--- src/rtl/roman_numeral_encoder_unit_assert.svh ---
// assertion macros for the roman numeral encoder unit
// used by roman_numeral_encoder_unit.sv, expects clk_i and rst_ni in scope
`ifndef ROMAN_NUMERAL_ENCODER_UNIT_ASSERT_SVH
`define ROMAN_NUMERAL_ENCODER_UNIT_ASSERT_SVH
`ifndef NO_ASSERTIONS
`define RNE_ASSERT(lbl, prop) \
  lbl: assert property (@(posedge clk_i) disable iff (!rst_ni) prop) \
    else $error("rne property violated");
`define RNE_NEVER(lbl, cond) \
  lbl: assert property (@(posedge clk_i) disable iff (!rst_ni) !(cond)) \
    else $error("rne forbidden condition seen");
`else
`define RNE_ASSERT(lbl, prop)
`define RNE_NEVER(lbl, cond)
`endif
`endif

--- src/rtl/rne_pkg.sv ---
// shared types, constants and letter tables of the roman numeral encoder
// no dependencies
`timescale 1ns / 1ps

package rne_pkg;

  localparam int unsigned VALUE_W = 16;
  localparam int unsigned CHAR_W  = 7;
  localparam int unsigned REM_W   = 14;  // holds up to nine times a thousand
  localparam int unsigned LEN_W   = 3;   // longest digit pattern is four letters
  localparam int unsigned POS_W   = 2;

  localparam logic [VALUE_W-1:0] VALUE_LIMIT = 16'd4000;

  localparam logic [CHAR_W-1:0] CH_NONE = 7'h00;
  localparam logic [CHAR_W-1:0] CH_I    = 7'h69;
  localparam logic [CHAR_W-1:0] CH_V    = 7'h76;
  localparam logic [CHAR_W-1:0] CH_X    = 7'h78;
  localparam logic [CHAR_W-1:0] CH_L    = 7'h6c;
  localparam logic [CHAR_W-1:0] CH_C    = 7'h63;
  localparam logic [CHAR_W-1:0] CH_D    = 7'h64;
  localparam logic [CHAR_W-1:0] CH_M    = 7'h6d;
  localparam logic [CHAR_W-1:0] CH_STAR = 7'h2a;

  typedef enum logic [1:0] {
    ST_IDLE,
    ST_SPLIT,
    ST_EMIT
  } ctrl_state_e;

  typedef enum logic [1:0] {
    MODE_ROMAN,
    MODE_STAR,
    MODE_EMPTY
  } run_mode_e;

  typedef enum logic [1:0] {
    KIND_ONE,
    KIND_FIVE,
    KIND_TEN
  } letter_kind_e;

  typedef struct packed {
    logic load;
    logic split;
    logic advance;
  } rne_cmd_t;

  typedef struct packed {
    logic split_zero;
    logic digit_end;
    logic run_last;
  } rne_status_t;

  // weight of one step of decimal place p
  function automatic logic [REM_W-1:0] place_power(input logic [1:0] p);
    logic [REM_W-1:0] w;
    case (p)
      2'd0:    w = 14'd1;
      2'd1:    w = 14'd10;
      2'd2:    w = 14'd100;
      default: w = 14'd1000;
    endcase
    return w;
  endfunction

  function automatic logic [REM_W-1:0] place_mult(input logic [1:0] p,
                                                  input logic [3:0] k);
    logic [REM_W+3:0] prod;
    prod = place_power(p) * {{REM_W{1'b0}}, k};
    return prod[REM_W-1:0];
  endfunction

  // number of letters for decimal digit d
  function automatic logic [LEN_W-1:0] digit_len(input logic [3:0] d);
    logic [LEN_W-1:0] n;
    case (d)
      4'd1, 4'd5:       n = 3'd1;
      4'd2, 4'd4, 4'd6,
      4'd9:             n = 3'd2;
      4'd3, 4'd7:       n = 3'd3;
      4'd8:             n = 3'd4;
      default:          n = 3'd0;
    endcase
    return n;
  endfunction

  // which letter stands at position j of digit d
  function automatic letter_kind_e letter_kind(input logic [3:0] d,
                                               input logic [POS_W-1:0] j);
    letter_kind_e k;
    k = KIND_ONE;
    case (d)
      4'd4:                     if (j != 2'd0) k = KIND_FIVE;
      4'd9:                     if (j != 2'd0) k = KIND_TEN;
      4'd5, 4'd6, 4'd7, 4'd8:   if (j == 2'd0) k = KIND_FIVE;
      default:                  k = KIND_ONE;
    endcase
    return k;
  endfunction

  function automatic logic [CHAR_W-1:0] roman_letter(input logic [1:0] p,
                                                     input letter_kind_e k);
    logic [CHAR_W-1:0] c;
    case (k)
      KIND_FIVE: begin
        case (p)
          2'd0:    c = CH_V;
          2'd1:    c = CH_L;
          2'd2:    c = CH_D;
          default: c = CH_STAR;
        endcase
      end
      KIND_TEN: begin
        case (p)
          2'd0:    c = CH_X;
          2'd1:    c = CH_C;
          2'd2:    c = CH_M;
          default: c = CH_STAR;
        endcase
      end
      default: begin
        case (p)
          2'd0:    c = CH_I;
          2'd1:    c = CH_X;
          2'd2:    c = CH_C;
          default: c = CH_M;
        endcase
      end
    endcase
    return c;
  endfunction

endpackage

--- src/rtl/rne_in_if.sv ---
// request channel of the roman numeral encoder: one signed value per request
// depends on rne_pkg
`timescale 1ns / 1ps

interface rne_in_if import rne_pkg::*; ();
  logic                      valid;
  logic                      ready;
  logic signed [VALUE_W-1:0] value;

  modport source (output valid, output value, input ready);
  modport sink   (input valid, input value, output ready);
endinterface

--- src/rtl/rne_out_if.sv ---
// result channel of the roman numeral encoder: one character per transfer
// depends on rne_pkg
`timescale 1ns / 1ps

interface rne_out_if import rne_pkg::*; ();
  logic              valid;
  logic              ready;
  logic [CHAR_W-1:0] character;
  logic              is_empty;
  logic              last;

  modport source (output valid, output character, output is_empty, output last,
                  input ready);
  modport sink   (input valid, input character, input is_empty, input last,
                  output ready);
endinterface

--- src/rtl/rne_ctrl.sv ---
// controller of the roman numeral encoder: idle, digit split and emit phases
// depends on rne_pkg
`timescale 1ns / 1ps

module rne_ctrl import rne_pkg::*; (
  input  logic        clk_i,
  input  logic        rst_ni,
  input  logic        in_valid_i,
  input  logic        out_ready_i,
  input  rne_status_t status_i,
  output logic        in_ready_o,
  output logic        out_valid_o,
  output rne_cmd_t    cmd_o
);

  ctrl_state_e state_q, state_d;

  always_ff @(posedge clk_i or negedge rst_ni) begin
    if (!rst_ni) begin
      state_q <= ST_IDLE;
    end else begin
      state_q <= state_d;
    end
  end

  always_comb begin
    state_d = state_q;
    case (state_q)
      ST_IDLE: begin
        if (in_valid_i) state_d = ST_SPLIT;
      end
      ST_SPLIT: begin
        // a zero digit has no letters, go on to the next place
        if (!status_i.split_zero) state_d = ST_EMIT;
      end
      ST_EMIT: begin
        if (out_ready_i) begin
          if (status_i.run_last) begin
            state_d = ST_IDLE;
          end else if (status_i.digit_end) begin
            state_d = ST_SPLIT;
          end
        end
      end
      default: state_d = ST_IDLE;
    endcase
  end

  always_comb begin
    in_ready_o    = 1'b0;
    out_valid_o   = 1'b0;
    cmd_o.load    = 1'b0;
    cmd_o.split   = 1'b0;
    cmd_o.advance = 1'b0;
    case (state_q)
      ST_IDLE: begin
        in_ready_o = 1'b1;
        cmd_o.load = in_valid_i;
      end
      ST_SPLIT: begin
        cmd_o.split = 1'b1;
      end
      ST_EMIT: begin
        out_valid_o   = 1'b1;
        cmd_o.advance = out_ready_i;
      end
      default: begin
        in_ready_o = 1'b0;
      end
    endcase
  end

endmodule

--- src/rtl/rne_datapath.sv ---
// datapath of the roman numeral encoder: remainder, digit split, letter lookup
// depends on rne_pkg
`timescale 1ns / 1ps

module rne_datapath import rne_pkg::*; (
  input  logic                      clk_i,
  input  logic                      rst_ni,
  input  rne_cmd_t                  cmd_i,
  input  logic signed [VALUE_W-1:0] value_i,
  output rne_status_t               status_o,
  output logic [CHAR_W-1:0]         character_o,
  output logic                      is_empty_o,
  output logic                      last_o
);

  run_mode_e         mode_q, mode_d;
  logic [REM_W-1:0]  rem_q, rem_d;
  logic [1:0]        split_place_q, split_place_d;
  logic [1:0]        emit_place_q, emit_place_d;
  logic [3:0]        digit_q, digit_d;
  logic [LEN_W-1:0]  len_q, len_d;
  logic [POS_W-1:0]  pos_q, pos_d;

  logic              value_empty;
  logic              value_star;
  logic [3:0]        split_digit;
  logic              digit_end;

  always_ff @(posedge clk_i or negedge rst_ni) begin
    if (!rst_ni) begin
      mode_q <= MODE_EMPTY;
    end else begin
      mode_q <= mode_d;
    end
  end

  always_ff @(posedge clk_i) begin
    rem_q         <= rem_d;
    split_place_q <= split_place_d;
    emit_place_q  <= emit_place_d;
    digit_q       <= digit_d;
    len_q         <= len_d;
    pos_q         <= pos_d;
  end

  assign value_empty = value_i[VALUE_W-1] || (value_i == '0);
  assign value_star  = !value_i[VALUE_W-1] && ($unsigned(value_i) >= VALUE_LIMIT);

  // digit = number of multiples of the place weight that fit in the remainder
  always_comb begin
    split_digit = 4'd0;
    for (int k = 1; k <= 9; k++) begin
      if (rem_q >= place_mult(split_place_q, 4'(k))) split_digit = split_digit + 4'd1;
    end
  end

  always_comb begin
    mode_d        = mode_q;
    rem_d         = rem_q;
    split_place_d = split_place_q;
    emit_place_d  = emit_place_q;
    digit_d       = digit_q;
    len_d         = len_q;
    pos_d         = pos_q;
    if (cmd_i.load) begin
      split_place_d = 2'd3;
      rem_d         = {2'b00, value_i[11:0]};
      if (value_empty) begin
        mode_d = MODE_EMPTY;
      end else if (value_star) begin
        mode_d = MODE_STAR;
      end else begin
        mode_d = MODE_ROMAN;
      end
    end else if (cmd_i.split) begin
      pos_d = '0;
      case (mode_q)
        MODE_ROMAN: begin
          digit_d       = split_digit;
          len_d         = digit_len(split_digit);
          rem_d         = rem_q - place_mult(split_place_q, split_digit);
          emit_place_d  = split_place_q;
          split_place_d = split_place_q - 2'd1;
        end
        MODE_STAR: len_d = 3'd2;
        default:   len_d = 3'd1;
      endcase
    end else if (cmd_i.advance) begin
      pos_d = pos_q + 2'd1;
    end
  end

  assign digit_end = ({1'b0, pos_q} == (len_q - 3'd1));

  assign status_o.split_zero = (mode_q == MODE_ROMAN) && (split_digit == 4'd0);
  assign status_o.digit_end  = digit_end;
  assign status_o.run_last   = digit_end && ((mode_q != MODE_ROMAN) || (rem_q == '0));

  always_comb begin
    case (mode_q)
      MODE_ROMAN: character_o = roman_letter(emit_place_q, letter_kind(digit_q, pos_q));
      MODE_STAR:  character_o = CH_STAR;
      default:    character_o = CH_NONE;
    endcase
  end

  assign is_empty_o = (mode_q == MODE_EMPTY);
  assign last_o     = status_o.run_last;

endmodule

--- src/rtl/roman_numeral_encoder_unit.sv ---
// roman numeral encoder unit, top level: controller plus datapath
// depends on rne_pkg, rne_in_if, rne_out_if, rne_ctrl, rne_datapath and the
// assertion header roman_numeral_encoder_unit_assert.svh
//
// Takes one signed 16-bit value per request and returns its lower-case roman
// numeral as a run of ASCII characters, most significant first, one character
// per result transfer, with last set on the final one. Zero or negative values
// give a single result with is_empty set and character 0; values of 4000 or
// more give the two characters "**". One request is worked on at a time: the
// request port is ready only while the unit is idle. A request with an ordinary
// value is accepted, then split one decimal place at a time from the thousands
// down to the lowest nonzero digit (at most 4 places), and the characters of each
// digit are sent while the result side is ready; special values take a single
// split step. The flow is set by the result port moving one character per cycle
// while the result side is ready and by the one-place-per-cycle digit split unit.
// Back-pressure on the result side simply holds the current character.
`timescale 1ns / 1ps

`include "roman_numeral_encoder_unit_assert.svh"

module roman_numeral_encoder_unit import rne_pkg::*; (
  input logic        clk_i,
  input logic        rst_ni,
  rne_in_if.sink     req_i,
  rne_out_if.source  res_o
);

  // command and status between controller and datapath
  rne_cmd_t    cmd;
  rne_status_t status;

  // controller: sequences idle, per-place split and per-character emit
  rne_ctrl u_ctrl (
    .clk_i       (clk_i),
    .rst_ni      (rst_ni),
    .in_valid_i  (req_i.valid),
    .out_ready_i (res_o.ready),
    .status_i    (status),
    .in_ready_o  (req_i.ready),
    .out_valid_o (res_o.valid),
    .cmd_o       (cmd)
  );

  // datapath: classifies the value, splits digits, looks up letters
  rne_datapath u_datapath (
    .clk_i       (clk_i),
    .rst_ni      (rst_ni),
    .cmd_i       (cmd),
    .value_i     (req_i.value),
    .status_o    (status),
    .character_o (res_o.character),
    .is_empty_o  (res_o.is_empty),
    .last_o      (res_o.last)
  );

  // a new request is never taken while a character is pending
  `RNE_NEVER(a_no_overlap, req_i.ready && res_o.valid)
  // an empty result is always a lone, last result with no character
  `RNE_ASSERT(a_empty_alone, res_o.valid && res_o.is_empty |-> res_o.last && (res_o.character == CH_NONE))
  // a real character is never code 0
  `RNE_ASSERT(a_char_nonzero, res_o.valid && !res_o.is_empty |-> (res_o.character != CH_NONE))
  // after the last character moves, the unit goes back to idle
  `RNE_ASSERT(a_run_ends, res_o.valid && res_o.ready && res_o.last |=> !res_o.valid && req_i.ready)

endmodule

--- src/flat_wrapper.sv ---
// flat-port wrapper written by rule: the top's interface ports become plain ports
module roman_numeral_encoder_unit_flat import rne_pkg::*;
  (clk_i, rst_ni, req_i_valid, req_i_value, req_i_ready, res_o_valid, res_o_character, res_o_is_empty, res_o_last, res_o_ready);
  rne_in_if req_i_i ();
  rne_out_if res_o_i ();
  input logic clk_i;
  input logic rst_ni;
  input wire logic [$bits(req_i_i.valid)-1:0] req_i_valid;
  input wire logic [$bits(req_i_i.value)-1:0] req_i_value;
  output wire logic [$bits(req_i_i.ready)-1:0] req_i_ready;
  output wire logic [$bits(res_o_i.valid)-1:0] res_o_valid;
  output wire logic [$bits(res_o_i.character)-1:0] res_o_character;
  output wire logic [$bits(res_o_i.is_empty)-1:0] res_o_is_empty;
  output wire logic [$bits(res_o_i.last)-1:0] res_o_last;
  input wire logic [$bits(res_o_i.ready)-1:0] res_o_ready;
  assign req_i_i.valid = req_i_valid;
  assign req_i_i.value = req_i_value;
  assign req_i_ready = req_i_i.ready;
  assign res_o_valid = res_o_i.valid;
  assign res_o_character = res_o_i.character;
  assign res_o_is_empty = res_o_i.is_empty;
  assign res_o_last = res_o_i.last;
  assign res_o_i.ready = res_o_ready;
  roman_numeral_encoder_unit u_core (.clk_i(clk_i), .rst_ni(rst_ni), .req_i(req_i_i), .res_o(res_o_i));
endmodule
--- config.mk ---
export PLATFORM = sky130hd
export DESIGN_NAME = roman_numeral_encoder_unit_flat
export DESIGN_NICKNAME = d
export VERILOG_FILES = /design/src/rtl/rne_pkg.sv /design/src/rtl/rne_in_if.sv /design/src/rtl/rne_out_if.sv /design/src/rtl/rne_ctrl.sv /design/src/rtl/rne_datapath.sv /design/src/rtl/roman_numeral_encoder_unit.sv /design/src/flat_wrapper.sv
export VERILOG_INCLUDE_DIRS = /design/src /design/src/rtl
export SDC_FILE = /design/constraint.sdc
export NUM_CORES = 1
export LEC_CHECK = 0
export ABC_AREA = 1
export BUFFER_PORTS_ARGS = -buffer_cell sky130_fd_sc_hd__buf_2
export CAP_MARGIN = 10
export CORE_MARGIN = 4
export CORE_UTILIZATION = 45
export DETAILED_ROUTE_END_ITERATION = 10
export PLACE_DENSITY = 0.71
export SLEW_MARGIN = 20
export SYNTH_ARGS = -nofsm -noshare
export SYNTH_HDL_FRONTEND = slang
export SYNTH_SLANG_ARGS = --single-unit
--- constraint.sdc ---
create_clock -name clk_i -period 8.7 [get_ports clk_i]
set_input_delay 2.61 -clock clk_i [delete_from_list [all_inputs] [get_ports clk_i]]
set_output_delay 2.61 -clock clk_i [all_outputs]
set_load 0.05 [all_outputs]
# Yosys cells after proc, flatten, opt, wreduce, memory -nomap -nowiden
# Memories as Yosys holds them, arrays and structs flattened.
# Index checks and enable logic that the tools add are counted.
# op_classes
add_sub_neg,12
multipliers,6
n_lt_le_gt_ge,10
eq_ne,21
muxes,41
n_bitwise,1
reduce_logical,26
# ops
operator,count
$ge 14x14->1,5
$mux 14,3
$pmux 7 s3,2
$mux 12,3
$add 4x1->4 const B,8
$mux 4,8
$pmux 10 s3,1
$mul 14x3->14 const B,2
$pmux 7 s2,2
$mux 2,9
$eq 4x3->1 const B,4
$ge 16x12->1 const B,1
$logic_not 16->1,1
$pmux 5 s3,1
$ge 14x10->1,1
$ge 14x11->1,1
$ge 14x12->1,1
$ge 14x13->1,1
$logic_not 14->1,1
$mul 14x2->13 const B,1
$mul 14x2->14 const B,1
$mul 14x4->14,1
$mul 14x4->14 const B,1
$sub 14x14->14,1
23 further kinds,57
# totals
regBits,31
mem_bits_ro,48
in_bits,20
output_inout_bits,11
wordCells,127
n_memories,1
# memory_table
name,depth,width,read_ports,rd_ports_with_merged_regs,wr,line,text
(name not given),16,3,1,0,0,rne_pkg.sv:77,case (d)

# Depth between registers and ports, before layout
# Gate-level depths: netlist of the first run.
# logic_depth
word_depth,25
mapped_depth,64
mapped_depth_nobuf,64

# Cells and area by module
# Synthesis of the first run repeated with hierarchy kept, for this count alone.
# unflattened
cells_unflattened,874
area_unflattened_um2,6232.2
# by_module_without_submodules
mod,n_inst,cells_each,area_per_inst_um2,seq_area_each_um2
rne_datapath,1,853,6085.8,822.0
rne_ctrl,1,21,146.4,50.0

# Worst setup path before layout of the first run
# No wires, ideal clock.
# synth_timing
kind,reg2reg
startpoint,register u_core.u_datapath.split_place_q[0]
endpoint,register u_core.u_datapath.rem_q[12]
setup_ns,0.109
arrival_time_ns,9.042
required_ns,8.591
slack_ns,-0.451
stages_incl_launch_ff,59
n_path_buf,0
synth_period_minus_slack_ns,9.151
path_cell_list,dfxtp_1 inv_1 ha_1 ha_1 nand2_1 nand2_1 a21o_1 a21oi_1 nor2_1 o311ai_0 nand3_1 nand2_1 a21oi_1 nor4_1 inv_1 ha_1 inv_1 nand3_1 [... 23 more ...] ha_1 inv_1 nor2_1 nor2_1 nor2_1 o21ai_0 nand2_1 nand2_1 nand2_1 a21oi_1 o21ai_0 nand2_1 inv_1 o21ai_0 a21o_1 nand3_1 nand2_1 inv_1
# synth_between
elab_chain_cells,22
word_cells_on_any_way,40
classes_between,add/sub (9); mul (6); order compare (9); eq/ne (2); mux (13); reduce/logical (1)
# synth_rtl
item,line,text
from (decl),rne_datapath.sv:18,"logic [1:0] split_place_q, split_place_d;"
from (signal assigned),rne_datapath.sv:39,split_place_q <= split_place_d;
"$eq 2x2->1, or another cell as far along",rne_pkg.sv:58,case (p)
$pmux 10 s3 *,rne_pkg.sv:58,
"parallel branches: the longest is 18 deep, another holds $mul 14x2->14",--,
$mul 14x4->14 *,rne_pkg.sv:70,"prod = place_power(p) * {{REM_W{1'b0}}, k};"
$sub 14x14->14 *,rne_datapath.sv:81,"rem_d = rem_q - place_mult(split_place_q, split_digit);"
to (signal assigned),rne_datapath.sv:38,rem_q <= rem_d;
to (decl),rne_datapath.sv:17,"logic [REM_W-1:0] rem_q, rem_d;"
# Every way passes the cells marked *. The select of a mux whose other input is x is not followed.
# A chain may end at the register's enable or synchronous reset.

# Final worst setup path of the first run
# layout_timing
startpoint,register u_core.u_datapath.split_place_q[0]
endpoint,"register u_core.u_datapath.rem_q[6], data pin"
# layout_between
elab_chain_cells,25
word_cells_on_any_way,43
classes_between,add/sub (9); mul (6); order compare (9); eq/ne (2); mux (16); reduce/logical (1)
# layout_rtl
item,line,text
"$eq 2x2->1, or another cell as far along",rne_pkg.sv:58,
$pmux 10 s3 *,rne_pkg.sv:58,
"parallel branches: the longest is 18 deep, another holds $mul 14x2->14",--,
$mul 14x4->14 *,rne_pkg.sv:70,
$sub 14x14->14 *,rne_datapath.sv:81,
$mux 12 *,rne_datapath.sv:77,case (mode_q)
$mux 12 *,rne_datapath.sv:75,end else if (cmd_i.split) begin
$mux 12 *,rne_datapath.sv:65,if (cmd_i.load) begin
via u_core.u_datapath.rem_d[6],rne_datapath.sv:17,
# Mark *: on every way through the listed nets, which the timed path passes. The select of a mux whose other input is x is not followed.

==> impl_summary.md, run 1 <==
Placement
Detailed placement finished with a half-perimeter wire length of 13,900 um. The count of buffers inserted at the top-level ports is 30. The pre-CTS setup slack is -0.500 ns. After detailed placement, the design holds a cell count of 1,180. The weighted congestion at the end of routability-driven global placement is 0.956.

Setup path
The critical path is of the flop to flop type. In this run the critical register-to-register path is captured at u_core.u_datapath.rem_q[6]. The number of cells on the worst reg-to-reg path is 58. In this run the register-to-register setup slack is -0.02 ns. The sort of element at the end of the critical path is a flop.

Data arrives at the worst endpoint at between 8 and 9 ns. The critical path launch point type is a flop. The most critical setup path has its endpoint at u_core.u_datapath.rem_q[6]. For this design, the slowest cell found on the critical path is sky130_fd_sc_hd__fa_1. The critical path starts at u_core.u_datapath.split_place_q[0]. The worst reg2reg path startpoint is u_core.u_datapath.split_place_q[0]. The data required time at the worst endpoint is 8.73 ns. The peak per-stage delay on the critical path is 0.54 ns.

Of all nets on the critical path, the largest fanout is 3.

Timing
The final count of pins violating max slew came to 0. The number of hold violations in the final report is 0. The worst setup skew after layout is 0.0123 ns. The tightest hold path in the finished design has a slack of approximately 0.55 ns. The clock period minus final worst setup slack is 8.72 ns. Setup repair after global routing could not meet its margin everywhere. Dividing the final minimum period by the clock period gives 1.00. For the pin with the worst max-slew slack, the measured transition is just over 0.7 ns. The setup slack after layout is -0.0224 ns. Setup violations remaining at the end of the flow were counted as 1. The headroom to the max-slew limit is 0.523. The highest achievable clock rate is approximately 110 MHz.

Routing
The post-detailed-routing wire length is 17,900 um. The pre-antenna-repair detailed-routing pass consisted of 5 iterations. The routed design uses 870 um of met3 wire. The final antenna-violating net count is 0.

The met2 wirelength from detailed routing is 8920 um. The top metal layer carrying routed signals is met4. In the routed layout, each cell is associated on average with a via count of 5.15.

The violation count after the first detailed-route iteration is about 450. The total number of vias is 6,304. In the final routing, the length of wire on met1 measures 7430 um. In the routed design, unresolved DRC markers number 0. Dividing the detail-routed wire length by the instance count gives 14.6 um.

Synth
The gate count after technology mapping is 869. Counting flops and latches in the post-synthesis netlist gives 31. A synthesized cell averages between 6 and 7 um^2. Summing every instance area after synthesis gives roughly 6000 um^2.

The synthesized design contains 23 enable-type register cells. The most used flip-flop cell after synthesis is sky130_fd_sc_hd__edfxtp_1. For this run, the number of Yosys warnings is 0. The net count of the mapped netlist is 1,029. The share of flip-flops with an asynchronous set or reset after synthesis is 0.129. The count of cell types in the netlist is 49. The part of the Yosys area used for sequential elements is 0.145.

GRT
In the global route stage, overall resource usage came out at 0.234. The via count of the first global-routing pass is 6,060. After global routing the overflow that remains totals 0.

The first global-routing pass estimated 28,600 um of wire. Entering global routing, the biggest net connects 29 pins. The number of antenna violations at the first check in global routing is 0.

Layout
The net count of the finished layout is 1,207. The antenna diode count is 0. The most common library cell in the layout ignoring fill and taps is sky130_fd_sc_hd__nand2_1.

Once layout is complete, the cells apart from fillers number between 1,000 and 1,500. The library cells used most frequently in the layout, excluding fill and tap cells, are 168 x sky130_fd_sc_hd__nand2_1, 153 x sky130_fd_sc_hd__inv_1, 138 x sky130_fd_sc_hd__buf_4. From synthesis to final layout, the design area changed by 35.5%. In the final layout, the share of cells above drive strength 1 is 0.320.

Clocking
The TritonCTS clock tree is done. The clock tree root driver cell is sky130_fd_sc_hd__clkbuf_16. The CTS buffer count is 5. Counting along the longest clock path gives a buffer depth of 2. Clock-pin slew was measured on the worst setup and hold paths at roughly 0.06 ns. The H-tree level count is 2. The later pin in the worst-skew pair is clocked with a latency of 0.28 ns. CTS saw 31 sinks.

Die
The die outline height is 124 um. The initialized floorplan defines 42 standard-cell rows. The die covers 15,300 um^2.

The floorplan step defined a core boundary enclosing ~13,000 um^2. The number of top-level pins is 31. The width of the die is ~120 um. The initial core utilization is 0.457.

Status
The checks that failed: negative setup slack. The flow ran to the end, but the final reports show violations.

Min path
The worst hold path belongs to the class flop to flop.

Run
The number of max-capacitance violations reported is 0.
-- cells by family (layout without fill, tap and decap cells) --
kind of cell,after synthesis,in the layout,synth area share
AOI/OAI and AO/OA,128,128,0.120
adders and majority gates,140,140,0.321
and+or+nand+nor,372,372,0.278
DFF,31,31,0.145
xor gates and xnor gates,15,15,0.0218
buffers and inverters,183,362,0.114
-- synthesized netlist by cell type, drive strengths merged, types with 2 or more instances --
master	n	area, um^2
nand2	206	821
inv	177	664
ha	115	1440
nor2	83	342
a21oi	54	289
o21ai	51	263
nand3	47	288
fa	25	500
edfxtp	23	691
nor4	11	68.8
nand4	9	56.3
xor2	9	78.8
nor3	6	35.0
or2	6	37.5
xnor2	6	52.6
a21o	4	30.0
dfxtp	4	80.1
a211oi	3	22.5
clkbuf	3	11.3
dfrtp	3	75.1
o211ai	3	22.5
o31ai	3	22.5
a31oi	2	12.5
clkinv	2	7.51
nand3b	2	15.0
o21bai	2	15.0
-- layout make-up --
type                       instances  area (um^2)
fill                            1086         5020
inverter                         179          677
sequential                        31          877
clock inverter                     1         5.00
timing repair buffer             175         1270
clock buffer                       7          143
tap                              176          220
multi-input combinational        655         4980
-- worst max-delay path: cells and delay by family, from the launching register on --
family	cells	cell delay (ns)
AOI/OAI and AO/OA	4	0.48
xor gates and xnor gates	1	0.13
adders and majority gates	12	3.31
buffers and inverters	18	1.69
DFF	1	0.37
and+or+nand+nor	23	2.49
-- per-layer routing --
layer  GRT usage  vias to the layer above
li1            -                     3162
met1       0.299                     2905
met2       0.409                      186
met3      0.0282                       51
met4      0.0789                        0
met5           0                        -
-- worst min-delay path by stage --
stage                                       start                           endpoint  slack, ns  depth (start not counted)
2_1_floorplan  u_core.u_datapath.split_place_q[1]  u_core.u_datapath.emit_place_q[1]       0.47                          0
3_3_place_gp          u_core.u_datapath.mode_q[1]        u_core.u_datapath.mode_q[1]       0.53                          2
3_5_place_dp          u_core.u_datapath.mode_q[1]        u_core.u_datapath.mode_q[1]       0.53                          2
4_1_cts               u_core.u_datapath.mode_q[1]        u_core.u_datapath.mode_q[1]       0.54                          2
5_1_grt               u_core.u_datapath.mode_q[1]        u_core.u_datapath.mode_q[1]       0.60                          2
6_report              u_core.u_datapath.mode_q[1]        u_core.u_datapath.mode_q[1]       0.55                          2
-- stage by stage --
stage / TNS (ns) / instance area, um^2 / utilization
finish: -0.0224 / 8170 / 0.620
global route: -2.22 / 8170 / 0.620
CTS: 0 / 7860 / 0.596
detailed placement: -2.25 / 7240 / 0.549
global placement: -1.61 / 7240 / 0.549
floorplan: 0 / 6070 / -
-- repair_timing --
action,in CTS,in global routing
gates cloned,0,0
gates resized for setup,57,65
setup endpoints to repair,8,8
pin swaps,44,63
buffers inserted,24,15
hold buffers,0,0
-- state kept, by name, summed over array words and instances (netlist names) --
register	count
u_core.u_datapath.split_place_q	2
u_core.u_ctrl.state_q	2
u_core.u_datapath.mode_q	2
u_core.u_datapath.len_q	3
u_core.u_datapath.emit_place_q	2
u_core.u_datapath.rem_q	14
u_core.u_datapath.pos_q	2
u_core.u_datapath.digit_q	4
Power of run 1 is left out: the tool's default activity adds up to more than one toggle a clock period on the data nets, which glitch-free logic cannot reach.
==> run 2, diff against run 1 <==
- CORE_MARGIN: 4 -> unset
- CORE_UTILIZATION: 45 -> 40
- PLACE_DENSITY: 0.71 -> 0.65
- SETUP_SLACK_MARGIN: unset -> 0.1
==> impl_summary.md, run 2 (synthesis results as in run 1) <==
Timing
The final count of pins violating max slew is 0. The highest achievable clock rate is 118 MHz. Across all setup checks in the final design, the least slack found is 0.213 ns. The number of hold violations in the final report is 0. At the pin with the least slew margin, the transition time is approximately 0.74 ns. For the final routed database, the setup TNS stands at 0 ns. The clock period minus final worst setup slack is 8.49 ns. Setup violations remaining at the end of the flow were counted as 0. Setup repair after global routing could not meet its margin everywhere. In the finished design, the share of the clock period the worst path needs comes to 0.976. The worst pin sits at a relative slew slack of 0.505. Across the routed clock network, the largest skew measured is 0.00694 ns.

Placement
The congestion estimate from routability-driven global placement came to 0.953. Buffers placed on the I/O ports in this run total 30. At the placement stage, the worst setup path has a slack of -0.466 ns. The HPWL after detailed placement is roughly 14,000 um. The number of placed instances, taps included is ~1,200.

Setup path
The type of the worst setup path is flop to flop. The largest individual stage delay along the critical path comes from the cell sky130_fd_sc_hd__fa_1. The critical path arrival is 8.62 ns.

STA classifies the critical path startpoint as a flop. By instance count, the cell type seen most on the critical path is sky130_fd_sc_hd__ha_4. For this run, the slowest stage of the critical path takes 0.55 ns. The sort of element at the end of the critical path is a flop. Along the worst path, the maximum fanout reaches 5. The data required time at the worst endpoint is 8.84 ns.

Clocking
The worst-skew pair later-pin latency is ~0.28 ns. The number of clock sinks is 31. The H-tree level count is 2. Clock-pin slew was measured on the worst setup and hold paths at 0.06 ns. The CTS buffer count is 5. The maximum root-to-sink buffer count is 2. TritonCTS built the clock tree.

The clock tree root driver cell is sky130_fd_sc_hd__clkbuf_16.

Die
The die outline height is 125 um. The number of top-level pins is 31. The floorplan has 44 rows. The total area inside the core boundary comes to 14,600 um^2. The initial core utilization is 0.412.

The die outline area is between 15,000 and 20,000 um^2. From left edge to right edge, the die measures 125 um.

Layout
The area of combinational cells with multiple inputs is 5040 um^2. The largest register by flop count is u_core.u_datapath.rem_q. The net count of the finished layout is 1,205.

The sequential cell area in the final layout is 877 um^2. In the layout the commonest cells are 165 x sky130_fd_sc_hd__nand2_1, 152 x sky130_fd_sc_hd__inv_1, 134 x sky130_fd_sc_hd__buf_4. The register with the most flip-flops in the layout has 14 of them.

The fraction of final layout cells sized beyond drive strength 1 is 0.329. The finished layout holds around 1,200 standard cells, fillers aside. At the end of the flow the core is filled with cells to 0.565. The largest registers in the layout are u_core.u_datapath.rem_q x14, u_core.u_datapath.digit_q x4, u_core.u_datapath.len_q x3. The most common library cell in the layout ignoring fill and taps is sky130_fd_sc_hd__nand2_1.

The layout filler cell count is 1,335. The synthesis-to-layout area growth is 37.2%. The number of antenna diodes in the final layout is 0.

Routing
For this run, design rule violations remaining after detail routing come to 0. The post-detailed-routing wire length is 18,500 um. The mean number of vias per cell is 5.09.

After detailed routing, the average wire length per cell comes to 15.0 um. The violation count after the first detailed-route iteration is between 500 and 600. The total number of vias is 6,266.

In this run the remaining antenna-violating nets after routing total 0. The first-pass iteration count of the detailed router is 5.

Min path
In this run the worst hold path is classified as flop to flop.

Run
The number of max-capacitance violations reported is 0.

GRT
The via count of the first global-routing pass is between 6,000 and 7,000. The number of antenna violations at the first check in global routing is 0. The global router's overall resource usage is 0.239.

The global-route wire length before repair is 29,900 um. The global-route congestion overflow total is 0. The pin count of the biggest net entering global routing is 29.

Status
The run finished with clean final reports.
run 2: changes by cell type in the layout (fill, tap and decap cells not counted), moves of 3 or more:
cell | before | now
sky130_fd_sc_hd__nor2_4 | 9 | 12
sky130_fd_sc_hd__nand2_4 | 4 | 7
sky130_fd_sc_hd__o21ai_1 | 6 | 3
sky130_fd_sc_hd__buf_4 | 138 | 134
sky130_fd_sc_hd__buf_6 | 6 | 9
sky130_fd_sc_hd__nand2_1 | 168 | 165
run 2: final timing paths:
kind / from / to / slack, ns / cells past startpoint
max in group asynchronous: rst_ni / u_core.u_datapath.mode_q[1] / 6.38 / 1
hold reg to reg: u_core.u_datapath.mode_q[1] / u_core.u_datapath.mode_q[1] / 0.54 / 2
setup / recovery: u_core.u_datapath.split_place_q[0] / u_core.u_datapath.rem_q[13] / 0.21 / 53
min in group asynchronous: rst_ni / u_core.u_datapath.mode_q[0] / 2.13 / 1
setup reg to reg: u_core.u_datapath.split_place_q[0] / u_core.u_datapath.rem_q[13] / 0.21 / 53
hold / removal: u_core.u_datapath.mode_q[1] / u_core.u_datapath.mode_q[1] / 0.54 / 2
run 2: area by class of cell:
class,count,share of cell area
Tap cell,184,0.0278
Sequential cell,31,0.106
Clock inverter,3,0.00816
Inverter,179,0.0821
Timing Repair Buffer,173,0.152
Multi-Input combinational cell,655,0.609
Clock buffer,5,0.0151
run 2: metrics by stage:
step / area (um^2) / hold slack (ns)
after detailed placement: 7250 / 0.533
after CTS: 7870 / 0.541
after global routing: 8280 / 0.582
after global placement: 7250 / 0.531
final: 8280 / 0.542
after floorplan: 6100 / 0.474
run 2: layer usage:
metal	GRT usage	part of all wire	routed length (um)	up-vias
li1	-	-	-	3161
met1	0.297	0.44	8070	2929
met2	0.435	0.49	9150	131
met3	0.0236	0.034	628	45
met4	0.0732	0.035	646	0
met5	0	0	0	-
run 2: worst max-delay path, delay by kind of cell, from the launching register on:
kind / cells / cell delay, ns
AO/OA/AOI/OAI: 9 / 1.37
XOR/XNOR: 2 / 0.32
adder cells (fa/ha/maj): 12 / 3.26
buffers and inverters: 7 / 0.41
flip-flops: 1 / 0.39
AND/OR/NAND/NOR: 23 / 2.57
run 2: repair_timing:
| action | CTS | global route |
|---|---|---|
| buffers inserted | 30 | 14 |
| gates resized for setup | 46 | 88 |
| pin swaps | 48 | 77 |
| endpoints found under the setup margin | 9 | 10 |
| hold buffers | 0 | 0 |
Power of run 2 is left out for the same reason.
